`src/rtl/ppl_pkg.sv`:
```
`default_nettype none

package ppl_pkg;

   // Parameter phases
   localparam logic [1:0] PH_START = 2'd0;
   localparam logic [1:0] PH_ID    = 2'd1;
   localparam logic [1:0] PH_KEY   = 2'd2;
   localparam logic [1:0] PH_VALUE = 2'd3;

   // Result kinds
   localparam logic [2:0] K_ID_DIGIT  = 3'd0;
   localparam logic [2:0] K_KEY_BYTE  = 3'd1;
   localparam logic [2:0] K_VAL_START = 3'd2;
   localparam logic [2:0] K_VAL_BYTE  = 3'd3;
   localparam logic [2:0] K_PARAM_END = 3'd4;
   localparam logic [2:0] K_LIST_END  = 3'd5;
   localparam logic [2:0] K_REJECTED  = 3'd6;

   // ID limits
   localparam logic [19:0] ID_MAX        = 20'd999999;
   localparam logic [2:0]  ID_MAX_DIGITS = 3'd6;

   // Characters of interest
   localparam logic [7:0] CH_NUL   = 8'h00;
   localparam logic [7:0] CH_SPACE = 8'h20;
   localparam logic [7:0] CH_COMMA = 8'h2C;
   localparam logic [7:0] CH_ZERO  = 8'h30;
   localparam logic [7:0] CH_NINE  = 8'h39;
   localparam logic [7:0] CH_COLON = 8'h3A;
   localparam logic [7:0] CH_LT    = 8'h3C;
   localparam logic [7:0] CH_EQ    = 8'h3D;
   localparam logic [7:0] CH_UA    = 8'h41;
   localparam logic [7:0] CH_UZ    = 8'h5A;
   localparam logic [7:0] CH_LA    = 8'h61;
   localparam logic [7:0] CH_LZ    = 8'h7A;

   // Classified word passed from front to back
   typedef struct packed {
      logic       last;
      logic [7:0] raw;
      logic [7:0] upper;
      logic       digit;
      logic       nz_digit;
      logic       alpha;
      logic       comma;
      logic       equals;
      logic       forbidden;
   } ppl_item_type;

endpackage

`default_nettype wire

```
`src/rtl/packet_param_list_parser_top.sv`:
```
`default_nettype none

// Streaming parser for a packet's comma-separated parameter list. Each input word
// carries one list byte in req_tdata; a word with req_tlast high closes the list
// (its byte is ignored). Every input word yields exactly one result word whose kind
// sits in rsp_tuser: ID digit, key byte (uppercased), value start, value byte,
// parameter end, list end (with validity and last packet ID) or rejected. The front
// classifies bytes and queues them; the back runs the parse state machine, which
// takes one word per clock while the result side does not stall. Each input word is
// written into the queue when accepted, and the back registers its result in the
// output register once the words ahead of it have been taken; the queue absorbs
// result-side stalls.
module packet_param_list_parser_top #(
   parameter int QUEUE_DEPTH = 4
) (
   input  wire logic        clock,
   input  wire logic        reset,
   input  wire logic        req_tvalid,
   output logic             req_tready,
   input  wire logic [7:0]  req_tdata,    // [7:0] in_byte
   input  wire logic        req_tlast,    // action: end of list
   output logic             rsp_tvalid,
   input  wire logic        rsp_tready,
   output logic [31:0]      rsp_tdata,    // [7:0] out_byte, [8] naked, [9] error,
                                          // [29:10] packet_id, [30] list_valid
   output logic [2:0]       rsp_tuser     // [2:0] kind
);
   import ppl_pkg::*;

   localparam int ITEM_W = $bits(ppl_item_type);

   ppl_item_type     front_item;
   ppl_item_type     back_item;
   logic [ITEM_W-1:0] back_bits;
   logic             push;
   logic             queue_full;
   logic             pop;
   logic             back_valid;

   ppl_front u_front (
      .req_tvalid (req_tvalid),
      .req_tready (req_tready),
      .req_tdata  (req_tdata),
      .req_tlast  (req_tlast),
      .queue_full (queue_full),
      .push       (push),
      .item       (front_item)
   );

   ppl_queue #(
      .WIDTH (ITEM_W),
      .DEPTH (QUEUE_DEPTH)
   ) u_queue (
      .clock     (clock),
      .reset     (reset),
      .push      (push),
      .push_data (front_item),
      .full      (queue_full),
      .pop       (pop),
      .pop_data  (back_bits),
      .not_empty (back_valid)
   );

   assign back_item = ppl_item_type'(back_bits);

   ppl_back u_back (
      .clock      (clock),
      .reset      (reset),
      .item_valid (back_valid),
      .item       (back_item),
      .pop        (pop),
      .rsp_tvalid (rsp_tvalid),
      .rsp_tready (rsp_tready),
      .rsp_tdata  (rsp_tdata),
      .rsp_tuser  (rsp_tuser)
   );

endmodule

`default_nettype wire

```
`src/rtl/ppl_front.sv`:
```
`default_nettype none

module ppl_front (
   input  wire logic                 req_tvalid,
   output logic                      req_tready,
   input  wire logic [7:0]           req_tdata,    // [7:0] in_byte
   input  wire logic                 req_tlast,    // end of list
   input  wire logic                 queue_full,
   output logic                      push,
   output ppl_pkg::ppl_item_type     item
);
   import ppl_pkg::*;

   logic is_upper;
   logic is_lower;
   logic is_digit;

   // Classify the incoming byte
   always_comb begin
      is_upper = (req_tdata >= CH_UA) && (req_tdata <= CH_UZ);
      is_lower = (req_tdata >= CH_LA) && (req_tdata <= CH_LZ);
      is_digit = (req_tdata >= CH_ZERO) && (req_tdata <= CH_NINE);

      item.last      = req_tlast;
      item.raw       = req_tdata;
      item.upper     = is_lower ? (req_tdata - 8'd32) : req_tdata;
      item.digit     = is_digit;
      item.nz_digit  = is_digit && (req_tdata != CH_ZERO);
      item.alpha     = is_upper || is_lower;
      item.comma     = (req_tdata == CH_COMMA);
      item.equals    = (req_tdata == CH_EQ);
      item.forbidden = (req_tdata == CH_EQ) || (req_tdata == CH_SPACE) ||
                       (req_tdata == CH_COLON) || (req_tdata == CH_LT) ||
                       (req_tdata == CH_NUL);
   end

   // Accept a word whenever the queue has room
   assign req_tready = !queue_full;
   assign push       = req_tvalid && !queue_full;

endmodule

`default_nettype wire

```
`src/rtl/ppl_queue.sv`:
```
`default_nettype none

module ppl_queue #(
   parameter int WIDTH = 8,
   parameter int DEPTH = 4
) (
   input  wire logic             clock,
   input  wire logic             reset,
   input  wire logic             push,
   input  wire logic [WIDTH-1:0] push_data,
   output logic                  full,
   input  wire logic             pop,
   output logic [WIDTH-1:0]      pop_data,
   output logic                  not_empty
);
   localparam int PTR_W = (DEPTH > 1) ? $clog2(DEPTH) : 1;
   localparam int CNT_W = $clog2(DEPTH + 1);

   logic [WIDTH-1:0] mem_ff [DEPTH];
   logic [PTR_W-1:0] wr_ptr_ff, wr_ptr_in;
   logic [PTR_W-1:0] rd_ptr_ff, rd_ptr_in;
   logic [CNT_W-1:0] count_ff,  count_in;
   logic             do_push, do_pop;

   assign full      = (count_ff == CNT_W'(DEPTH));
   assign not_empty = (count_ff != '0);
   assign pop_data  = mem_ff[rd_ptr_ff];
   assign do_push   = push && !full;
   assign do_pop    = pop && not_empty;

   // Advance pointers and occupancy
   always_comb begin
      wr_ptr_in = wr_ptr_ff;
      rd_ptr_in = rd_ptr_ff;
      count_in  = count_ff;
      if (do_push) begin
         wr_ptr_in = (wr_ptr_ff == PTR_W'(DEPTH - 1)) ? '0 : wr_ptr_ff + 1'b1;
      end
      if (do_pop) begin
         rd_ptr_in = (rd_ptr_ff == PTR_W'(DEPTH - 1)) ? '0 : rd_ptr_ff + 1'b1;
      end
      case ({do_push, do_pop})
         2'b10:   count_in = count_ff + 1'b1;
         2'b01:   count_in = count_ff - 1'b1;
         default: count_in = count_ff;
      endcase
   end

   always_ff @(posedge clock) begin
      if (reset) begin
         wr_ptr_ff <= '0;
         rd_ptr_ff <= '0;
         count_ff  <= '0;
      end else begin
         wr_ptr_ff <= wr_ptr_in;
         rd_ptr_ff <= rd_ptr_in;
         count_ff  <= count_in;
      end
   end

   // Store the pushed word
   always_ff @(posedge clock) begin
      if (do_push) begin
         mem_ff[wr_ptr_ff] <= push_data;
      end
   end

   a_count_bound: assert property (@(posedge clock) disable iff (reset)
      count_ff <= CNT_W'(DEPTH))
      else $error("queue occupancy above depth");

   a_pointer_gap: assert property (@(posedge clock) disable iff (reset)
      (count_ff == '0) |-> (wr_ptr_ff == rd_ptr_ff))
      else $error("empty queue with unequal pointers");

   a_count_step: assert property (@(posedge clock) disable iff (reset)
      (do_push && !do_pop) |=> (count_ff == $past(count_ff) + 1'b1))
      else $error("push did not raise occupancy");

endmodule

`default_nettype wire

```
`src/rtl/ppl_back.sv`:
```
`default_nettype none

module ppl_back (
   input  wire logic                  clock,
   input  wire logic                  reset,
   input  wire logic                  item_valid,
   input  wire ppl_pkg::ppl_item_type item,
   output logic                       pop,
   output logic                       rsp_tvalid,
   input  wire logic                  rsp_tready,
   output logic [31:0]                rsp_tdata,  // [7:0] out_byte, [8] naked, [9] error,
                                                  // [29:10] packet_id, [30] list_valid
   output logic [2:0]                 rsp_tuser   // [2:0] kind
);
   import ppl_pkg::*;

   logic [1:0]  phase_ff,  phase_in;
   logic        err_ff,    err_in;
   logic [19:0] acc_ff,    acc_in;
   logic [2:0]  cnt_ff,    cnt_in;
   logic [19:0] latest_ff, latest_in;

   logic        out_valid_ff;
   logic [2:0]  out_kind_ff,  out_kind;
   logic [7:0]  out_byte_ff,  out_byte;
   logic        out_naked_ff, out_naked;
   logic        out_err_ff,   out_err;
   logic [19:0] out_pid_ff,   out_pid;
   logic        out_lv_ff,    out_lv;
   logic        bad;
   logic [19:0] acc_x10;

   // Take the next word when the output register is free or draining
   assign pop     = item_valid && (!out_valid_ff || rsp_tready);
   assign acc_x10 = {acc_ff[16:0], 3'b000} + {acc_ff[18:0], 1'b0};

   // Parse one word
   always_comb begin
      phase_in  = phase_ff;
      err_in    = err_ff;
      acc_in    = acc_ff;
      cnt_in    = cnt_ff;
      latest_in = latest_ff;
      out_kind  = K_REJECTED;
      out_byte  = item.raw;
      out_naked = 1'b0;
      out_pid   = '0;
      out_lv    = 1'b0;
      out_err   = err_ff;
      bad       = 1'b0;

      if (item.last) begin
         out_kind  = K_LIST_END;
         out_byte  = '0;
         out_pid   = (!err_ff && (phase_ff == PH_ID)) ? acc_ff : latest_ff;
         out_lv    = !err_ff;
         phase_in  = PH_START;
         err_in    = 1'b0;
         acc_in    = '0;
         cnt_in    = '0;
         latest_in = '0;
      end else if (err_ff) begin
         bad = 1'b1;
      end else begin
         unique case (phase_ff)
            PH_START: begin
               if (item.nz_digit) begin
                  acc_in   = {16'd0, item.raw[3:0]};
                  cnt_in   = 3'd1;
                  phase_in = PH_ID;
                  out_kind = K_ID_DIGIT;
               end else if (item.alpha) begin
                  phase_in = PH_KEY;
                  out_kind = K_KEY_BYTE;
                  out_byte = item.upper;
               end else begin
                  bad = 1'b1;
               end
            end
            PH_ID: begin
               if (item.digit && (cnt_ff < ID_MAX_DIGITS)) begin
                  acc_in   = acc_x10 + {16'd0, item.raw[3:0]};
                  cnt_in   = cnt_ff + 1'b1;
                  out_kind = K_ID_DIGIT;
               end else if (item.comma) begin
                  latest_in = acc_ff;
                  acc_in    = '0;
                  cnt_in    = '0;
                  phase_in  = PH_START;
                  out_kind  = K_PARAM_END;
               end else begin
                  bad = 1'b1;
               end
            end
            PH_KEY: begin
               if (item.alpha || item.digit) begin
                  out_kind = K_KEY_BYTE;
                  out_byte = item.upper;
               end else if (item.equals) begin
                  phase_in = PH_VALUE;
                  out_kind = K_VAL_START;
               end else if (item.comma) begin
                  phase_in  = PH_START;
                  out_kind  = K_PARAM_END;
                  out_naked = 1'b1;
               end else begin
                  bad = 1'b1;
               end
            end
            PH_VALUE: begin
               if (item.comma) begin
                  phase_in = PH_START;
                  out_kind = K_PARAM_END;
               end else if (item.forbidden) begin
                  bad = 1'b1;
               end else begin
                  out_kind = K_VAL_BYTE;
               end
            end
            default: bad = 1'b1;
         endcase
         if (bad) begin
            err_in    = 1'b1;
            out_kind  = K_REJECTED;
            out_byte  = item.raw;
            out_naked = 1'b0;
         end
         out_err = err_in;
      end
   end

   // Parser state
   always_ff @(posedge clock) begin
      if (reset) begin
         phase_ff  <= PH_START;
         err_ff    <= 1'b0;
         acc_ff    <= '0;
         cnt_ff    <= '0;
         latest_ff <= '0;
      end else if (pop) begin
         phase_ff  <= phase_in;
         err_ff    <= err_in;
         acc_ff    <= acc_in;
         cnt_ff    <= cnt_in;
         latest_ff <= latest_in;
      end
   end

   // Output register: hold until taken
   always_ff @(posedge clock) begin
      if (reset) begin
         out_valid_ff <= 1'b0;
      end else if (pop) begin
         out_valid_ff <= 1'b1;
      end else if (rsp_tready) begin
         out_valid_ff <= 1'b0;
      end
   end

   always_ff @(posedge clock) begin
      if (pop) begin
         out_kind_ff  <= out_kind;
         out_byte_ff  <= out_byte;
         out_naked_ff <= out_naked;
         out_err_ff   <= out_err;
         out_pid_ff   <= out_pid;
         out_lv_ff    <= out_lv;
      end
   end

   assign rsp_tvalid = out_valid_ff;
   assign rsp_tuser  = out_kind_ff;
   assign rsp_tdata  = {1'b0, out_lv_ff, out_pid_ff, out_err_ff, out_naked_ff, out_byte_ff};

   a_list_end_fields: assert property (@(posedge clock) disable iff (reset)
      (out_valid_ff && (out_kind_ff == K_LIST_END)) |-> (out_lv_ff != out_err_ff))
      else $error("list end validity disagrees with error");

   a_other_fields: assert property (@(posedge clock) disable iff (reset)
      (out_valid_ff && (out_kind_ff != K_LIST_END)) |-> ((out_pid_ff == '0) && !out_lv_ff))
      else $error("packet id or validity on a non-end word");

   a_end_clears: assert property (@(posedge clock) disable iff (reset)
      (pop && item.last) |=> ((phase_ff == PH_START) && !err_ff && (latest_ff == '0)))
      else $error("state not cleared after list end");

   a_id_range: assert property (@(posedge clock) disable iff (reset)
      (acc_ff <= ID_MAX) && (latest_ff <= ID_MAX) && (cnt_ff <= ID_MAX_DIGITS))
      else $error("packet id out of range");

endmodule

`default_nettype wire

```
`config.mk`:
```
export PLATFORM = sky130hd
export DESIGN_NAME = packet_param_list_parser_top
export DESIGN_NICKNAME = d
export VERILOG_FILES = /design/src/rtl/ppl_pkg.sv /design/src/rtl/packet_param_list_parser_top.sv /design/src/rtl/ppl_front.sv /design/src/rtl/ppl_queue.sv /design/src/rtl/ppl_back.sv
export SDC_FILE = /design/constraint.sdc
export NUM_CORES = 1
export LEC_CHECK = 0
export BUFFER_PORTS_ARGS = -buffer_cell sky130_fd_sc_hd__buf_2
export CAP_MARGIN = 40
export CORE_MARGIN = 4
export CORE_UTILIZATION = 51
export CTS_BUF_LIST = sky130_fd_sc_hd__clkbuf_2
export DETAILED_ROUTE_END_ITERATION = 10
export GPL_ROUTABILITY_DRIVEN = 0
export HOLD_SLACK_MARGIN = 0.1
export MAX_ROUTING_LAYER = met4
export PLACE_DENSITY = 0.72
export SLEW_MARGIN = 0
export SYNTH_ARGS = -nofsm -noshare
export SYNTH_HDL_FRONTEND = slang
export SYNTH_SLANG_ARGS = --single-unit
export TNS_END_PERCENT = 10
```
`constraint.sdc`:
```
create_clock -name clock -period 3.4 [get_ports clock]
set_clock_uncertainty 0.05 [all_clocks]
set_input_delay 0.17 -clock clock [delete_from_list [all_inputs] [get_ports clock]]
set_output_delay 0.17 -clock clock [all_outputs]
set_load 0.01 [all_outputs]
```
# --- Yosys cells after proc, flatten, opt, wreduce, memory -nomap -nowiden ---
# Memory sizes are Yosys's and may differ from the RTL's. A register that Yosys moved wholly into a read port is not among the register bits.
# Cells that the tools add are included.
totals:
  regBits: 88
  mem_count: 1
  mem_bits_rw: 92
classes:
  muxes: 70
  n_eq_ne: 21
  order_cmp: 7
  add_sub_neg: 8
  n_reduce_logical: 33
  bitwise_logic: 1
memory_table:
  columns: ["name", "depth", "word_bits", "rd", "rd_ports_with_merged_regs", "wr", "line", "rtl"]
  rows:
  - ["u_queue.mem_ff", 4, 23, 1, 1, 1, "ppl_queue.sv:19", "logic [WIDTH-1:0] mem_ff [DEPTH];"]
op_table:
  columns: ["cell", "count"]
  rows:
  - ["$mux W20", 11]
  - ["$mux W8", 6]
  - ["$eq A8 B6 Y1 const B", 5]
  - ["$pmux W20 S2", 1]
  - ["$mux W3", 12]
  - ["$mux W2", 15]
  - ["$add A20 B20 Y20", 1]
  - ["$add A20 B4 Y20", 1]
  - ["$mux W1", 19]
  - ["$ge A8 B7 Y1 const B", 2]
  - ["$le A8 B7 Y1 const B", 2]
  - ["$pmux W8 S2", 1]
  - ["$reduce_and A5 Y1", 3]
  - ["$pmux W3 S2", 2]
  - ["$pmux W3 S4", 1]
  - ["$eq A2 B2 Y1 const B", 5]
  - ["$logic_and A1 B1 Y1", 10]
  - ["$ne A3 B3 Y1 const B", 3]
  - ["$ge A8 B6 Y1 const B", 1]
  - ["$le A8 B6 Y1 const B", 1]
  - ["$logic_not A8 Y1", 1]
  - ["$ne A8 B6 Y1 const B", 1]
  - ["$pmux W2 S4", 1]
  - ["$reduce_bool A2 Y1", 4]
  - ["18 further kinds", 31]

# --- Depth between registers and ports, before layout ---
depth:
  depth_word: 9
  depth_mapped: 12
  mapped_depth_nobuf: 11

# --- Hierarchy ---
# A second synthesis with hierarchy kept.
unflattened:
  cells_unflattened: 732
  hier_area_um2: 8728.4
modules_own_cells:
  columns: ["mod", "area_per_inst_um2", "cells_per_inst", "n_inst"]
  rows:
  - ["ppl_back", 4554.4, 500, 1]
  - ["ppl_queue", 3809.9, 174, 1]
  - ["ppl_front", 364.1, 58, 1]

# --- Least setup slack after synthesis ---
# No wires, ideal clock.
synth_timing:
  kind: "reg-to-reg"
  start: "register with a tool-made name"
  end: "register u_back.acc_ff[12]"
  stages_incl_launch_ff: 13
  setup_slack_ns: -0.220
  t_arrival_ns: 3.449
  required_time_ns: 3.228
  path_cell_list: "dfxtp_1 buf_6 buf_2 mux4_2 ha_1 ha_1 fa_1 a21o_1 a221oi_1 o21ai_0 a21oi_1 nor4b_2 a221o_1"
synth_lines:
  columns: ["item", "line", "rtl"]
  rows:
  - ["to (signal assigned)", "ppl_back.sv:143", "acc_ff <= acc_in;"]
  - ["to (decl)", "ppl_back.sv:19", "logic [19:0] acc_ff, acc_in;"]

==> results.yml <==
synth:
  synth_ff_type: "edfxtp_1"
  yosysWarnings: 0
  seq_area_frac_synth_pct: 54.5
  avgSynthCellArea_um2: 11.4
  syn_inst: 694
  synth_edf_count: 106
  synth_cell_types: 69
  synth_seq_cells: 162
  synth_area_mm2: 0.00790
  synth_nets: 754
  async_flop_share_pct: 0
die:
  rows: 45
  initial_core_util_pct: 51.9
  core-area_mm2: 0.0152
  ioPinCount: 50
  die_h_um: 132
  die_area_mm2: 0.0175
  dieWidth_um: 132
power:
  powerDensity_mw_per_mm2: 676
  ir_worst_vdd_mv: 0.462
  p_leak_nw: 3.30
route:
  drc: 0
  num_vias: 5594
  drt_pass1_iterations: 5
  totalWireLength_um: 16600
  drt_iter0_drc: 438
  ant_nets: 0
  wire_per_inst_um: 17.2
  via_per_inst: 5.80
timing:
  max_clock_freq_mhz: 310
  timing.final.ws_setup_ns: 0.170
  tightest_slew_ns: 0.809
  rsz0062_at_grt: "no"
  final.min_clock_period_ns: 3.23
  slew_violations: 0
  setup_tns_ns: 0
  max_slew_margin_pct: 46.0
  setup_violations: 0
  hold_violations: 0
  post-route-period-util_pct: 95.0
worst_setup_path:
  path_max_fanout: 4
  crit_path_end_kind: "flop"
  required_ns: 4.02
  r2r_cells: 10
  cp.arrival_ns: 3.85
  critical_path_class: "flop to flop"
  start_kind: "flop"
cts:
  cts_buffers: 17
  clk_latency_ns: 0.76
  clock_sinks: 162
  cts_root_buf: "clkbuf_2"
  cts_tree: "built"
  ctsLongestPathBuffers: 2
  h-tree-depth: 4
  path_clk_slew_ns: 0.25
  cts_setup_buffers: 0
run:
  drv_cap: 0
placement:
  hpwl_um: 11400
  portBuffers: 48
  preCtsSetupSlack_ns: 0.0936
final_layout:
  insertedDiodeCount: 0
  final_layout_size_suffix_gt1_share_pct: 18.1
  area_growth_syn_to_layout_pct: 11.4
  fin_nets: 824
global_route:
  grt_antenna_before_repair: 0
  grt.overflow.total: 0
  grt_usage_pct: 20.4
  grt_pass1_wl_um: 27800
  grt_max_degree: 40
  grt_pass1_vias: 5592
min_path:
  whs_path_depth: 2
  worstHoldPathType: "input pin to flop"
outcome:
  status: "finished, final reports clean"
-- Yosys cell counts, types with 9 or more instances --
cell	count	share of area [%]
nor3_1	13	0.82
nand3_1	28	1.8
clkbuf_1	16	0.76
edfxtp_1	106	40
nor2b_1	11	0.87
o21ai_0	9	0.57
nor2_1	42	2.0
mux4_2	18	5.1
a21o_1	10	0.95
o21ai_1	15	0.95
ha_1	44	7.0
dfxtp_1	56	14
a21oi_1	67	4.2
inv_1	16	0.76
nand2_1	103	4.9
xnor2_1	13	1.4
a22oi_1	12	1.1
-- logic make-up (layout without fill, tap and decap cells) --
group                      Yosys count  in the layout  synth area share (%)
DFF                                162            162                  54.5
buffers and inverters               50            133                  3.09
AOI/OAI and AO/OA                  155            155                  12.3
other                                1              1                0.0475
and+or+nand+nor                    238            238                  14.5
xor gates and xnor gates            19             19                  2.11
muxes                               22             22                  5.67
adders and majority gates           47             47                  7.73
-- power by group --
| group | switching, mW | internal [mW] | total [mW] |
|---|---|---|---|
| Combinational | 1.46 | 0.786 | 2.25 |
| Sequential | 0.169 | 2.56 | 2.73 |
| Clock | 0.739 | 0.224 | 0.964 |
-- through the flow --
step,hold slack (ns),instance area (um^2),instances,total power [mW],utilization [%]
final,0.195,8790,965,5.94,57.9
after global routing,0.104,8790,965,6.32,57.9
after CTS,0.117,8770,965,5.99,57.7
after detailed placement,0.339,8380,915,5.02,55.1
after global placement,0.336,8310,911,4.91,54.6
after floorplan,0.219,7910,694,4.31,-
-- state kept, by name (all words and copies together), names as in the netlist, named ones only --
signal and cells:
u_back.rsp_tuser 3, u_back.out_byte_ff 8, u_back.err_ff 1, u_queue.count_ff 3, u_back.out_lv_ff 1, u_back.latest_ff 20
u_queue.mem_ff 72, u_back.rsp_tvalid 1, u_back.out_err_ff 1, u_back.out_naked_ff 1, u_queue.rd_ptr_ff 2, u_back.phase_ff 2
u_queue.wr_ptr_ff 2, u_back.acc_ff 20, u_back.out_pid_ff 20, u_back.cnt_ff 3
-- metal layers --
metal	global-route usage, %	vias to the layer above	wire [um]
li1	-	2707	-
met1	24.2	2689	7110
met2	34.0	167	8310
met3	4.03	31	704
met4	8.89	0	487
met5	-	-	0
-- area by class of cell --
| cell class | instances | area [um^2] |
|---|---|---|
| fillers | 1246 | 6410 |
| flip-flops and latches | 162 | 4310 |
| multi-input cells | 482 | 3370 |
| repair buffers | 85 | 606 |
| well taps | 188 | 235 |
| clock inverters | 14 | 124 |
| clock buffers | 18 | 90.1 |
| inverters | 16 | 60.1 |
-- layout by cell type, fill, tap and decap left out, types with 13 or more instances in the layout --
cell type      netlist  routed
a21oi_1             67      67
buf_2                6      48
buf_4                7      15
clkbuf_2             0      18
dfxtp_1             56      55
dlygate4sd3_1        0      18
edfxtp_1           106     106
ha_1                44      44
inv_1               16      16
mux4_2              18      18
nand2_1            103     103
nand3_1             28      28
nor2_1              42      42
nor3_1              13      13
o21ai_1             15      16
xnor2_1             13      13
-- what timing repair did --
action / CTS / global route
resized for setup: 0 / 6
setup endpoints to repair: 0 / 7
hold buffers: 18 / 0
endpoints found under the hold margin: 176 / 0
-- critical path, stage by stage (launching register included) --
cell      delay, ns
dfxtp_4        0.43
mux4_2         0.52
ha_1           0.29
ha_1           0.24
fa_2           0.36
a21o_1         0.23
a221oi_2       0.30
o21ai_0        0.13
a21oi_1        0.23
nor4b_2        0.08
a221o_1        0.28
-- final timing paths --
check | endpoint | slack [ns] | start
max reg2reg | u_back.acc_ff[12] | 0.17 | flop
min | u_queue.mem_ff[2][18] | 0.20 | req_tdata[4]
min reg2reg | u_back.latest_ff[2] | 0.42 | u_back.latest_ff[2]
max | u_back.acc_ff[12] | 0.17 | flop
Power figures use the tool's default switching activity.
